--- config.mk ---
export PLATFORM = sky130hd
export DESIGN_NAME = i2c_master_register_transfer
export DESIGN_NICKNAME = d
export VERILOG_FILES = /design/src/hw/rtl/i2cmrt_pkg.sv /design/src/hw/rtl/i2cmrt_front.sv /design/src/hw/rtl/i2cmrt_fifo.sv /design/src/hw/rtl/i2cmrt_back.sv /design/src/hw/rtl/i2c_master_register_transfer.sv
export VERILOG_INCLUDE_DIRS = /design/src /design/src/hw/rtl
export SDC_FILE = /design/constraint.sdc
export NUM_CORES = 1
export LEC_CHECK = 0
export ABC_CLOCK_PERIOD_IN_PS = 11700
export BUFFER_PORTS_ARGS = -buffer_cell sky130_fd_sc_hd__buf_2
export CORE_MARGIN = 2
export CORE_UTILIZATION = 65
export CTS_CLUSTER_SIZE = 24
export DETAILED_ROUTE_END_ITERATION = 8
export GPL_ROUTABILITY_DRIVEN = 0
export PLACE_DENSITY = 0.89
export SYNTH_ARGS = -nofsm -noshare
export SYNTH_HDL_FRONTEND = slang
export SYNTH_SLANG_ARGS = --single-unit
--- constraint.sdc ---
create_clock -name i_clk -period 11.7 [get_ports i_clk]
set_input_delay 2.34 -clock i_clk [delete_from_list [all_inputs] [get_ports i_clk]]
set_output_delay 2.34 -clock i_clk [all_outputs]
set_load 0.05 [all_outputs]
--- src/hw/rtl/assert_macros.svh ---
// Assertion macros shared by the RTL files that carry concurrent checks.
// No dependencies; include by bare file name.
`ifndef ASSERT_MACROS_SVH
`define ASSERT_MACROS_SVH

// Checks that a property holds at every rising clock edge outside reset.
`define ASSERT_ALWAYS(lbl, clk, rst_n, prop, msg) \
    lbl: assert property (@(posedge clk) disable iff (!rst_n) prop) else $error(msg);

// Checks that an expression is never true at a rising clock edge outside reset.
`define ASSERT_NEVER(lbl, clk, rst_n, expr, msg) \
    lbl: assert property (@(posedge clk) disable iff (!rst_n) !(expr)) else $error(msg);

`endif

--- src/hw/rtl/i2cmrt_pkg.sv ---
// Types, codes and constants of the I2C master register transfer block.
// No dependencies; imported by every module of the block.
package i2cmrt_pkg;

    localparam int BUFFER_DEPTH = 16;
    localparam int BUF_AW = $clog2(BUFFER_DEPTH);
    localparam int QUEUE_DEPTH = 4;
    localparam int QUEUE_AW = $clog2(QUEUE_DEPTH);

    localparam logic [2:0] MODE_LOAD = 3'd0;
    localparam logic [2:0] MODE_START_READ = 3'd1;
    localparam logic [2:0] MODE_START_WRITE = 3'd2;
    localparam logic [2:0] MODE_TX_READY = 3'd3;
    localparam logic [2:0] MODE_RX_BYTE = 3'd4;

    localparam logic [2:0] ACT_START = 3'd0;
    localparam logic [2:0] ACT_SEND = 3'd1;
    localparam logic [2:0] ACT_RESTART_RX = 3'd2;
    localparam logic [2:0] ACT_STOP = 3'd3;
    localparam logic [2:0] ACT_RECEIVED = 3'd4;
    localparam logic [2:0] ACT_COMPLETE = 3'd5;

    localparam logic [2:0] CODE_IDLE = 3'd0;
    localparam logic [2:0] CODE_SEND_REG = 3'd1;
    localparam logic [2:0] CODE_SWITCH_RX = 3'd2;
    localparam logic [2:0] CODE_SEND_DATA = 3'd3;
    localparam logic [2:0] CODE_RECEIVE = 3'd4;

    typedef enum logic [4:0] {
        ST_IDLE      = 5'b00001,
        ST_SEND_REG  = 5'b00010,
        ST_SWITCH_RX = 5'b00100,
        ST_SEND_DATA = 5'b01000,
        ST_RECEIVE   = 5'b10000
    } t_ctrl_state;

    typedef struct packed {
        logic [2:0] mode;
        logic [6:0] dev_address;
        logic [7:0] register_address;
        logic [7:0] byte_count;
        logic [3:0] byte_index;
        logic [7:0] data_byte;
    } t_in_item;

    typedef struct packed {
        logic [2:0] action;
        logic [7:0] byte_value;
        logic [7:0] received_index;
        logic [2:0] controller_state;
        logic       last;
    } t_out_item;

    typedef struct packed {
        logic      pair;
        t_out_item first;
        t_out_item second;
    } t_q_entry;

    typedef struct packed {
        logic full;
        logic empty;
    } t_q_status;

    function automatic logic [2:0] state_code(t_ctrl_state st);
        logic [2:0] code;
        case (st)
            ST_IDLE:      code = CODE_IDLE;
            ST_SEND_REG:  code = CODE_SEND_REG;
            ST_SWITCH_RX: code = CODE_SWITCH_RX;
            ST_SEND_DATA: code = CODE_SEND_DATA;
            ST_RECEIVE:   code = CODE_RECEIVE;
            default:      code = CODE_IDLE;
        endcase
        return code;
    endfunction

endpackage

--- src/hw/rtl/i2cmrt_front.sv ---
// Front part: accepts requests, runs the transfer sequencer and holds the write buffer.
// Depends on i2cmrt_pkg; pushes result pairs into i2cmrt_fifo.
module i2cmrt_front (
    input  logic                  i_clk,
    input  logic                  i_rst_n,
    input  logic                  i_in_valid,
    output logic                  o_in_ready,
    input  i2cmrt_pkg::t_in_item  i_in_item,
    input  i2cmrt_pkg::t_q_status i_q_status,
    output logic                  o_push,
    output i2cmrt_pkg::t_q_entry  o_push_entry
);
    import i2cmrt_pkg::*;

    t_ctrl_state r_state, n_state;
    logic [7:0]  r_pending_register, n_pending_register;
    logic [7:0]  r_receive_remaining, n_receive_remaining;
    logic [7:0]  r_receive_position, n_receive_position;
    logic [4:0]  r_send_remaining, n_send_remaining;
    logic [3:0]  r_send_position, n_send_position;
    logic [7:0]  r_write_buffer [BUFFER_DEPTH];
    logic [7:0]  r_send_byte;

    logic        s_accept;
    logic        s_buf_we;
    logic [1:0]  s_count;
    t_out_item   s_first;
    t_out_item   s_second;
    t_out_item   s_tail;
    logic        s_has_tail;
    logic [7:0]  s_rem_after;
    logic [4:0]  s_clamped;

    assign o_in_ready = !i_q_status.full;
    assign s_accept = i_in_valid && o_in_ready;
    assign s_clamped = (i_in_item.byte_count > 8'(BUFFER_DEPTH)) ?
                       5'(BUFFER_DEPTH) : i_in_item.byte_count[4:0];

    always_comb begin
        n_state = r_state;
        n_pending_register = r_pending_register;
        n_receive_remaining = r_receive_remaining;
        n_receive_position = r_receive_position;
        n_send_remaining = r_send_remaining;
        n_send_position = r_send_position;
        s_buf_we = 1'b0;
        s_count = 2'd0;
        s_first = '0;
        s_second = '0;
        s_tail = '0;
        s_has_tail = 1'b0;
        s_rem_after = r_receive_remaining;
        if (s_accept) begin
            case (i_in_item.mode)
                MODE_LOAD: begin
                    if ({5'd0, i_in_item.byte_index} < 9'(BUFFER_DEPTH)) begin
                        s_buf_we = 1'b1;
                    end
                end
                MODE_START_READ, MODE_START_WRITE: begin
                    n_state = ST_SEND_REG;
                    n_pending_register = i_in_item.register_address;
                    n_receive_position = 8'd0;
                    n_send_position = 4'd0;
                    if (i_in_item.mode == MODE_START_READ) begin
                        n_receive_remaining = i_in_item.byte_count;
                        n_send_remaining = 5'd0;
                    end else begin
                        n_receive_remaining = 8'd0;
                        n_send_remaining = s_clamped;
                    end
                    s_first.action = ACT_START;
                    s_first.byte_value = {1'b0, i_in_item.dev_address};
                    s_count = 2'd1;
                end
                MODE_TX_READY: begin
                    case (r_state)
                        ST_SEND_REG: begin
                            n_state = (r_receive_remaining != 8'd0) ? ST_SWITCH_RX : ST_SEND_DATA;
                            s_first.action = ACT_SEND;
                            s_first.byte_value = r_pending_register;
                            s_count = 2'd1;
                        end
                        ST_SWITCH_RX: begin
                            n_state = ST_RECEIVE;
                            s_first.action = ACT_RESTART_RX;
                            s_second.action = ACT_STOP;
                            s_count = (r_receive_remaining == 8'd1) ? 2'd2 : 2'd1;
                        end
                        ST_SEND_DATA: begin
                            if (r_send_remaining != 5'd0) begin
                                s_first.action = ACT_SEND;
                                s_first.byte_value = r_send_byte;
                                n_send_position = r_send_position + 4'd1;
                                n_send_remaining = r_send_remaining - 5'd1;
                                s_count = 2'd1;
                            end else begin
                                n_state = ST_IDLE;
                                s_first.action = ACT_STOP;
                                s_second.action = ACT_COMPLETE;
                                s_count = 2'd2;
                            end
                        end
                        default: begin
                        end
                    endcase
                end
                MODE_RX_BYTE: begin
                    if (r_state == ST_RECEIVE) begin
                        if (r_receive_remaining != 8'd0) begin
                            s_rem_after = r_receive_remaining - 8'd1;
                        end
                        if (s_rem_after == 8'd1) begin
                            s_has_tail = 1'b1;
                            s_tail.action = ACT_STOP;
                        end else if (s_rem_after == 8'd0) begin
                            s_has_tail = 1'b1;
                            s_tail.action = ACT_COMPLETE;
                            n_state = ST_IDLE;
                        end
                        if (r_receive_remaining != 8'd0) begin
                            n_receive_remaining = s_rem_after;
                            n_receive_position = r_receive_position + 8'd1;
                            s_first.action = ACT_RECEIVED;
                            s_first.byte_value = i_in_item.data_byte;
                            s_first.received_index = r_receive_position;
                            s_second = s_tail;
                            s_count = s_has_tail ? 2'd2 : 2'd1;
                        end else begin
                            s_first = s_tail;
                            s_count = s_has_tail ? 2'd1 : 2'd0;
                        end
                    end
                end
                default: begin
                end
            endcase
        end
        s_first.controller_state = state_code(n_state);
        s_second.controller_state = state_code(n_state);
        s_first.last = (s_count == 2'd1);
        s_second.last = 1'b1;
    end

    assign o_push = (s_count != 2'd0);
    assign o_push_entry = '{pair: (s_count == 2'd2), first: s_first, second: s_second};

    always_ff @(posedge i_clk) begin
        if (!i_rst_n) begin
            r_state <= ST_IDLE;
            r_pending_register <= 8'd0;
            r_receive_remaining <= 8'd0;
            r_receive_position <= 8'd0;
            r_send_remaining <= 5'd0;
            r_send_position <= 4'd0;
        end else begin
            r_state <= n_state;
            r_pending_register <= n_pending_register;
            r_receive_remaining <= n_receive_remaining;
            r_receive_position <= n_receive_position;
            r_send_remaining <= n_send_remaining;
            r_send_position <= n_send_position;
        end
    end

    // The byte at the next send position is fetched into a register ahead of its use, with a
    // load to that same slot passed straight through.
    always_ff @(posedge i_clk) begin
        if (s_buf_we) begin
            r_write_buffer[i_in_item.byte_index[BUF_AW-1:0]] <= i_in_item.data_byte;
        end
        if (s_buf_we && (i_in_item.byte_index == n_send_position)) begin
            r_send_byte <= i_in_item.data_byte;
        end else begin
            r_send_byte <= r_write_buffer[n_send_position[BUF_AW-1:0]];
        end
    end

endmodule

--- src/hw/rtl/i2cmrt_fifo.sv ---
// Short queue of result entries between the front and back parts.
// Depends on i2cmrt_pkg for the entry and status types.
module i2cmrt_fifo (
    input  logic                  i_clk,
    input  logic                  i_rst_n,
    input  logic                  i_push,
    input  i2cmrt_pkg::t_q_entry  i_push_entry,
    input  logic                  i_pop,
    output i2cmrt_pkg::t_q_entry  o_head,
    output i2cmrt_pkg::t_q_status o_status
);
    import i2cmrt_pkg::*;

    t_q_entry            r_entries [QUEUE_DEPTH];
    logic [QUEUE_AW-1:0] r_wr_ptr, n_wr_ptr;
    logic [QUEUE_AW-1:0] r_rd_ptr, n_rd_ptr;
    logic [QUEUE_AW:0]   r_count, n_count;
    logic                s_do_push;
    logic                s_do_pop;

    assign o_status.full = (r_count == (QUEUE_AW + 1)'(QUEUE_DEPTH));
    assign o_status.empty = (r_count == '0);
    assign s_do_push = i_push && !o_status.full;
    assign s_do_pop = i_pop && !o_status.empty;
    assign o_head = r_entries[r_rd_ptr];

    always_comb begin
        n_wr_ptr = s_do_push ? r_wr_ptr + 1'b1 : r_wr_ptr;
        n_rd_ptr = s_do_pop ? r_rd_ptr + 1'b1 : r_rd_ptr;
        n_count = r_count;
        if (s_do_push && !s_do_pop) begin
            n_count = r_count + 1'b1;
        end else if (s_do_pop && !s_do_push) begin
            n_count = r_count - 1'b1;
        end
    end

    always_ff @(posedge i_clk) begin
        if (!i_rst_n) begin
            r_wr_ptr <= '0;
            r_rd_ptr <= '0;
            r_count <= '0;
        end else begin
            r_wr_ptr <= n_wr_ptr;
            r_rd_ptr <= n_rd_ptr;
            r_count <= n_count;
        end
    end

    always_ff @(posedge i_clk) begin
        if (s_do_push) begin
            r_entries[r_wr_ptr] <= i_push_entry;
        end
    end

endmodule

--- src/hw/rtl/i2cmrt_back.sv ---
// Back part: hands queued result entries to the output channel one result at a time.
// Depends on i2cmrt_pkg; reads the head of i2cmrt_fifo.
module i2cmrt_back (
    input  logic                  i_clk,
    input  logic                  i_rst_n,
    input  i2cmrt_pkg::t_q_entry  i_head,
    input  i2cmrt_pkg::t_q_status i_q_status,
    output logic                  o_pop,
    output logic                  o_out_valid,
    input  logic                  i_out_ready,
    output i2cmrt_pkg::t_out_item o_out_item
);
    import i2cmrt_pkg::*;

    logic r_second, n_second;
    logic s_take;

    assign o_out_valid = !i_q_status.empty;
    assign o_out_item = r_second ? i_head.second : i_head.first;
    assign s_take = o_out_valid && i_out_ready;
    assign o_pop = s_take && (!i_head.pair || r_second);

    always_comb begin
        n_second = r_second;
        if (s_take) begin
            n_second = i_head.pair && !r_second;
        end
    end

    always_ff @(posedge i_clk) begin
        if (!i_rst_n) begin
            r_second <= 1'b0;
        end else begin
            r_second <= n_second;
        end
    end

endmodule

--- src/hw/rtl/i2c_master_register_transfer.sv ---
// I2C master register read/write sequencer: a request is taken in every cycle while the
// four-entry result queue between the sequencer and the output side has room. Results
// leave one per cycle while the output is ready, so a request that causes two results
// takes two output transfers; requests that cause no result never enter the queue.
// Depends on i2cmrt_pkg, i2cmrt_front, i2cmrt_fifo, i2cmrt_back and assert_macros.svh.
`include "assert_macros.svh"

module i2c_master_register_transfer (
    input  logic                  i_clk,
    input  logic                  i_rst_n,
    input  logic                  i_in_valid,
    output logic                  o_in_ready,
    input  i2cmrt_pkg::t_in_item  i_in_item,
    output logic                  o_out_valid,
    input  logic                  i_out_ready,
    output i2cmrt_pkg::t_out_item o_out_item
);
    import i2cmrt_pkg::*;

    logic      s_push;
    t_q_entry  s_push_entry;
    logic      s_pop;
    t_q_entry  s_head;
    t_q_status s_q_status;
    logic      s_pair_head;
    logic      s_pair_tail;

    i2cmrt_front u_front (
        .i_clk        (i_clk),
        .i_rst_n      (i_rst_n),
        .i_in_valid   (i_in_valid),
        .o_in_ready   (o_in_ready),
        .i_in_item    (i_in_item),
        .i_q_status   (s_q_status),
        .o_push       (s_push),
        .o_push_entry (s_push_entry)
    );

    i2cmrt_fifo u_fifo (
        .i_clk        (i_clk),
        .i_rst_n      (i_rst_n),
        .i_push       (s_push),
        .i_push_entry (s_push_entry),
        .i_pop        (s_pop),
        .o_head       (s_head),
        .o_status     (s_q_status)
    );

    i2cmrt_back u_back (
        .i_clk       (i_clk),
        .i_rst_n     (i_rst_n),
        .i_head      (s_head),
        .i_q_status  (s_q_status),
        .o_pop       (s_pop),
        .o_out_valid (o_out_valid),
        .i_out_ready (i_out_ready),
        .o_out_item  (o_out_item)
    );

    assign s_pair_head = o_out_valid && i_out_ready && !o_out_item.last;
    assign s_pair_tail = o_out_valid && o_out_item.last &&
                         (o_out_item.action == ACT_STOP || o_out_item.action == ACT_COMPLETE);

    `ASSERT_NEVER(a_no_overflow, i_clk, i_rst_n, s_push && s_q_status.full, "queue overflow")
    `ASSERT_ALWAYS(a_pair_tail, i_clk, i_rst_n, s_pair_head |=> s_pair_tail, "pair tail missing")

endmodule

==> results of run 1 <==
final timing paths:
| check | startpoint | endpoint | slack, ps | cells past startpoint |
|---|---|---|---|---|
| worst max-delay path | flip-flop | o_out_item[0] | 6760 | 3 |
| worst min-delay path | u_fifo.r_count[2]$_SDFFE_PN0P_ | u_fifo.r_count[2]$_SDFFE_PN0P_ | 520 | 2 |
| worst max register to register | u_front.r_receive_remaining[0]$_SDFFE_PN0P_ | u_fifo.r_count[2]$_SDFFE_PN0P_ | 7250 | 17 |
| worst min register to register | u_fifo.r_count[2]$_SDFFE_PN0P_ | u_fifo.r_count[2]$_SDFFE_PN0P_ | 520 | 2 |
report_power, final:
group | leakage (nW) | switching (mW) | internal (mW)
clock | 0.474 | 0.377 | 0.537
sequential | 2.54 | 0.0315 | 1.12
combinational | 1.48 | 0.206 | 0.110
total | 4.49 | 0.615 | 1.77
final cells by class:
class	instances	area [sq um]
sequential	288	8130
clock buffer	40	827
fill	1047	4870
inverter	14	52.6
clock inverter	14	126
timing repair buffer	72	375
tap	234	293
multi-input combinational	430	3840
per-layer routing:
layer / global-route usage / vias up / part of all wire
met3: 0.0319 / 100 / 0.065
met4: 0.0947 / 0 / 0.036
met2: 0.489 / 439 / 0.52
met1: 0.374 / 3664 / 0.38
li1: - / 3126 / -
met5: 0 / - / 0
flip-flops by register name (all words and copies together), names as in the netlist, named ones only:
name	count
u_front.r_write_buffer	128
u_fifo.r_entries	108
u_front.r_pending_register	8
u_fifo.r_wr_ptr	2
u_front.r_send_position	4
u_fifo.r_rd_ptr	2
u_back.r_second	1
u_front.r_send_remaining	5
u_front.r_receive_remaining	8
u_front.r_state	5
u_front.r_receive_position	8
u_fifo.r_count	3
cell usage after synthesis (2+ instances only):
cell,number
a21oi_2,2
buf_6,2
edfxtp_1,236
o21ai_0,26
nand3b_1,2
inv_1,13
nor3b_1,3
or2_2,4
or4b_1,2
nor2b_1,10
dfxtp_1,52
a211oi_1,6
a21oi_1,15
xor2_1,12
a21boi_0,4
and3_1,4
a31oi_1,3
and4b_1,3
a22oi_1,18
nand2_1,40
a21o_1,2
and4_1,2
nor3_1,16
nand3_1,3
o22ai_1,3
nand4_1,6
mux2i_1,12
or2_1,3
and2_1,35
nand2b_1,5
ha_1,12
nor4_1,4
o221a_2,2
buf_1,5
nor2_1,61
buf_2,7
xnor2_1,9
clkbuf_1,22
a221o_1,2
a32oi_1,4
mux4_2,67
or3_1,5
critical path, delay by kind of cell, from the launching register on:
kind / cells / cell delay [ps]
mux: 1 / 600
flops: 1 / 960
buf+inv: 1 / 210
simple gates: 1 / 270
logic make-up after synthesis:
group / count (synthesis) / synth area share
simple gates: 219 / 0.0968
compound gates: 98 / 0.0549
mux: 79 / 0.134
buf+inv: 51 / 0.0180
fa+ha+maj: 13 / 0.0140
flops: 288 / 0.667
xor+xnor: 21 / 0.0151
==> results.toml, run 1 <==
[run_status]
status = "complete, no violations"

[critical_path]
crit_fanout = 27
cpPeakStageDelay_ps = 960
crit_chain = "mux4_2, or2_2, buf_2"
cp-end-kind = "output pin"
worstPathRequired_ps = 9360
crit_path_top_delay_cell = "dfxtp_2"
critPathKind = "flip-flop to output pin"
arrival_ps = 2600
crit_path_start_kind = "flip-flop"

[timing]
setup_ws_ps = 6760
hold_viol = 0
rsz0062_at_grt = "no"
setup_viol = 0
maxSlewViolCount = 0
clock_skew_ps = 16.9
holdWs_ps = 523
tightest_slew_ps = 1270
max_freq_mhz = 202
finalSetupTns_ps = 0
period_share = 0.422
min_period_ps = 4940
slew_headroom = 0.147

[logic_synthesis]
synthCells = 769
seq_area_frac_synth = 0.667
yosys_warnings = 0
synth_top_area_frac = 0.582
synth_area_leader_cell = "edfxtp_1"
synth_area_per_cell_sq_um = 15.8
synth-seq-cells = 288
synthesis.area_sq_um = 12200
async_flop_share = 0
synthTopCellsByArea = "edfxtp_1 58%, mux4_2 12%, dfxtp_1 8.5%"
synth-edff-count = 236
syn_nets = 824
ys_types = 67
synthFlopType = "edfxtp_1"

[cts]
cts_resized = 0
clk_pin_slew_ps = 60
cts_setup_buffers = 0
cts_inserted_buffers = 29
root_buffer = "clkbuf_16"
cts_tree = "yes"
h-tree-depth = 1
max-clock-path-buffers = 3
clk_latency_ps = 550
ctsHoldBuffers = 0
cts_sinks = 288

[grt]
grt_pass1_vias = 7575
grt-ovfl-total = 0
track_usage = 0.280
grt_start_max_net_pins = 33
grt_antenna_before_repair = 0
grt_pass1_wl_mm = 42.6

[floorplanning]
placementRows = 50
fp.dieW_um = 141
pin_count = 67
dieArea_sq_um = 19800
die_y_um = 141
core_sq_um = 18500
start_util = 0.658

[final_layout]
final_cell_mix = "236 x edfxtp_1, 67 x mux4_2, 66 x buf_2"
syn_to_final_growth_pct = 12.1
final_util = 0.737
final_area_sq_um = 13600
drive_gt1_frac = 0.245
layout_commonest_cell = "edfxtp_1"
stdcell_count = 1092
finalNetCount = 890
diodes = 0

[placement]
dp_hpwl_mm = 17.3
pre_cts_slack_ps = 6250
dp_cells = 1038
dpl_cell_area_sq_um = 12700
portBuffers = 66

[route]
avgViaCountPerCell = 6.71
drc = 0
dr.pass1.iters = 5
drtAntennaViolNets = 0
finalWirelength_mm = 27.0
drt_iter0_markers = 873
vias = 7329
wl_per_cell_um = 24.7

[power]
power_density_nw_per_um2 = 175
ir_drop_v = 0.000136
p_total_mw = 2.38
leakage_nw = 4.49

[job]
drv_cap = 0

[min_path]
hold_class = "flip-flop to flip-flop"
No activity file was read; power rests on OpenSTA's default activity.
==> inputs of run 2 (changes only) <==
--- a/config.mk
+++ b/config.mk
@@ -6,14 +6,15 @@
 export SDC_FILE = /design/constraint.sdc
 export NUM_CORES = 1
 export LEC_CHECK = 0
-export ABC_CLOCK_PERIOD_IN_PS = 11700
+export ABC_AREA = 1
+export ABC_CLOCK_PERIOD_IN_PS = 4900
 export BUFFER_PORTS_ARGS = -buffer_cell sky130_fd_sc_hd__buf_2
 export CORE_MARGIN = 2
-export CORE_UTILIZATION = 65
+export CORE_UTILIZATION = 61
 export CTS_CLUSTER_SIZE = 24
 export DETAILED_ROUTE_END_ITERATION = 8
 export GPL_ROUTABILITY_DRIVEN = 0
-export PLACE_DENSITY = 0.89
+export PLACE_DENSITY = 0.85
 export SYNTH_ARGS = -nofsm -noshare
 export SYNTH_HDL_FRONTEND = slang
 export SYNTH_SLANG_ARGS = --single-unit
==> constraint.sdc (replaced) <==
create_clock -name i_clk -period 4.9 [get_ports i_clk]
set_input_delay 0.98 -clock i_clk [delete_from_list [all_inputs] [get_ports i_clk]]
set_output_delay 0.98 -clock i_clk [all_outputs]
set_load 0.05 [all_outputs]
==> results.toml, run 2 <==
[power]
p_comb_frac = 0.190
clockPowerShare = 0.343
swShare = 0.301
ir_drop_v = 0.000335
p_total_mw = 5.91
switchingPower_mw = 1.78
power_density_nw_per_um2 = 421
intPower_mw = 4.13
pwr-share-seq = 0.467
leakage_nw = 5.20

[cts]
h-tree-depth = 1
clk_pin_slew_ps = 60
cts_setup_buffers = 0
cts_sinks = 288
max-clock-path-buffers = 3
cts_resized = 0
ctsHoldBuffers = 0
root_buffer = "clkbuf_16"
cts_inserted_buffers = 27
cts_tree = "yes"
clk_latency_ps = 540

[timing]
setup_ws_ps = 1280
tightest_slew_ps = 913
hold_viol = 0
slew_headroom = 0.390
period_share = 0.738
holdWs_ps = 461
clock_skew_ps = 18.5
min_period_ps = 3620
finalSetupTns_ps = 0
rsz0062_at_grt = "no"
setup_viol = 0
maxSlewViolCount = 0
max_freq_mhz = 276

[grt]
grt_start_max_net_pins = 55
grt-ovfl-total = 0
grt_pass1_vias = 9017
track_usage = 0.266
grt_pass1_wl_mm = 45.9
grt_antenna_before_repair = 0

[logic_synthesis]
synthesis.area_sq_um = 12600
synth-seq-cells = 288
syn_nets = 1306
synth_top_cells_by_count = "236 x edfxtp_1, 232 x nor2_1, 158 x nand2_1"
seq_area_frac_synth = 0.643
synth_top_area_frac = 0.561
synthFlopType = "edfxtp_1"
yosys_warnings = 0
synth_area_per_cell_sq_um = 10.1
ys_types = 46
synth-edff-count = 236
async_flop_share = 0
synthTopCellsByArea = "edfxtp_1 56%, dfxtp_1 8.2%, nor2_1 6.9%"
synthCells = 1251
yosysMostFrequentCell = "edfxtp_1"
synth_area_leader_cell = "edfxtp_1"

[final_layout]
layout_commonest_cell = "edfxtp_1"
final_area_sq_um = 14000
diodes = 0
largest_reg_flops = 128
final_cell_mix = "236 x edfxtp_1, 228 x nor2_1, 158 x nand2_1"
syn_to_final_growth_pct = 11.1
nFillCells = 1476
drive_gt1_frac = 0.122
finalNetCount = 1358

[critical_path]
cpPeakStageDelay_ps = 680
crit_path_start_kind = "flip-flop"
arrival_ps = 2640
critPathKind = "flip-flop to output pin"
r2r_slack_ps = 1450
r2r_cells = 22
worstPathRequired_ps = 3920
cp-end-kind = "output pin"
crit_chain = "inv_2, o21ai_0, o22ai_1, nor2_1, a31oi_1, buf_2"
r2r-end = "u_fifo.r_count[2]$_SDFFE_PN0P_"
crit_fanout = 54
crit_path_top_delay_cell = "inv_2"
reg2reg_from = "u_front.r_receive_remaining[0]$_SDFFE_PN0P_"

[floorplanning]
pin_count = 67
fp.dieW_um = 148
die_y_um = 148
core_sq_um = 20300
start_util = 0.622
placementRows = 52
dieArea_sq_um = 21900

[run_status]
status = "complete, no violations"

[min_path]
hold_end = "u_front.r_pending_register[5]$_SDFFE_PN0P_"
hp-start = "u_front.r_pending_register[5]$_SDFFE_PN0P_"
holdPathStages = 2
hold_class = "flip-flop to flip-flop"

[job]
drv_cap = 0

[placement]
dpl_cell_area_sq_um = 13200
pre_cts_slack_ps = 1430
portBuffers = 66
dp_hpwl_mm = 18.5

[route]
finalWirelength_mm = 29.4
dr.pass1.iters = 6
drc = 0
drtAntennaViolNets = 0
drt_iter0_markers = 1037
avgViaCountPerCell = 5.97
wl_per_cell_um = 18.4
vias = 9519
-- run 2: worst max path at each step --
stage                       start                                end  cells past startpoint
CTS                     flip-flop                     o_out_item[20]                      6
global route            flip-flop                     o_out_item[20]                      6
global placement    i_in_item[35]     u_fifo.r_count[2]$_SDFFE_PN0P_                     16
floorplan           i_in_item[35]  u_fifo.r_entries[0][19]$_DFFE_PP_                     10
detailed placement  i_in_item[35]     u_fifo.r_count[2]$_SDFFE_PN0P_                     16
finish                  flip-flop                     o_out_item[20]                      6
-- run 2: cell families after synthesis --
group	synth area share
compound gates	0.124
xor+xnor	0.00208
fa+ha+maj	0.0135
buf+inv	0.0459
flops	0.643
simple gates	0.171
-- run 2: per-layer routing --
metal,global-route usage,vias to the layer above,routed length [um],part of all wire
li1,-,4465,-,-
met1,0.386,4414,12000,0.41
met2,0.413,552,13400,0.46
met3,0.0407,88,3070,0.10
met4,0.0986,0,954,0.032
met5,0,-,0,0
-- run 2: final cells by class --
class	count	area [sq um]	area share
Clock inverter	14	119	0.00847
Sequential cell	288	8130	0.579
Multi-Input combinational cell	813	3940	0.280
Timing Repair Buffer	77	413	0.0294
Clock buffer	36	739	0.0527
Inverter	96	363	0.0258
Tap cell	270	338	0.0241
-- run 2: power by group through the flow --
stage,clock network (mW),registers (mW),logic (mW)
floorplan,0,2.77,0.859
global placement,0,2.81,1.08
detailed placement,0,2.81,1.11
CTS,2.03,2.76,1.11
global route,2.12,2.77,1.21
finish,2.02,2.76,1.12
-- run 2: stage by stage --
step | utilization | instances
final | 0.692 | 1594
after global routing | 0.692 | 1594
after CTS | 0.692 | 1594
after detailed placement | 0.649 | 1544
after global placement | 0.649 | 1544
after floorplan | - | 1251
-- run 2: critical path, delay by kind of cell, from the launching register on --
kind,cells,cell delay [ps]
DFF,1,510
buffers and inverters,2,980
AOI/OAI and AO/OA,3,530
and+or+nand+nor,1,60
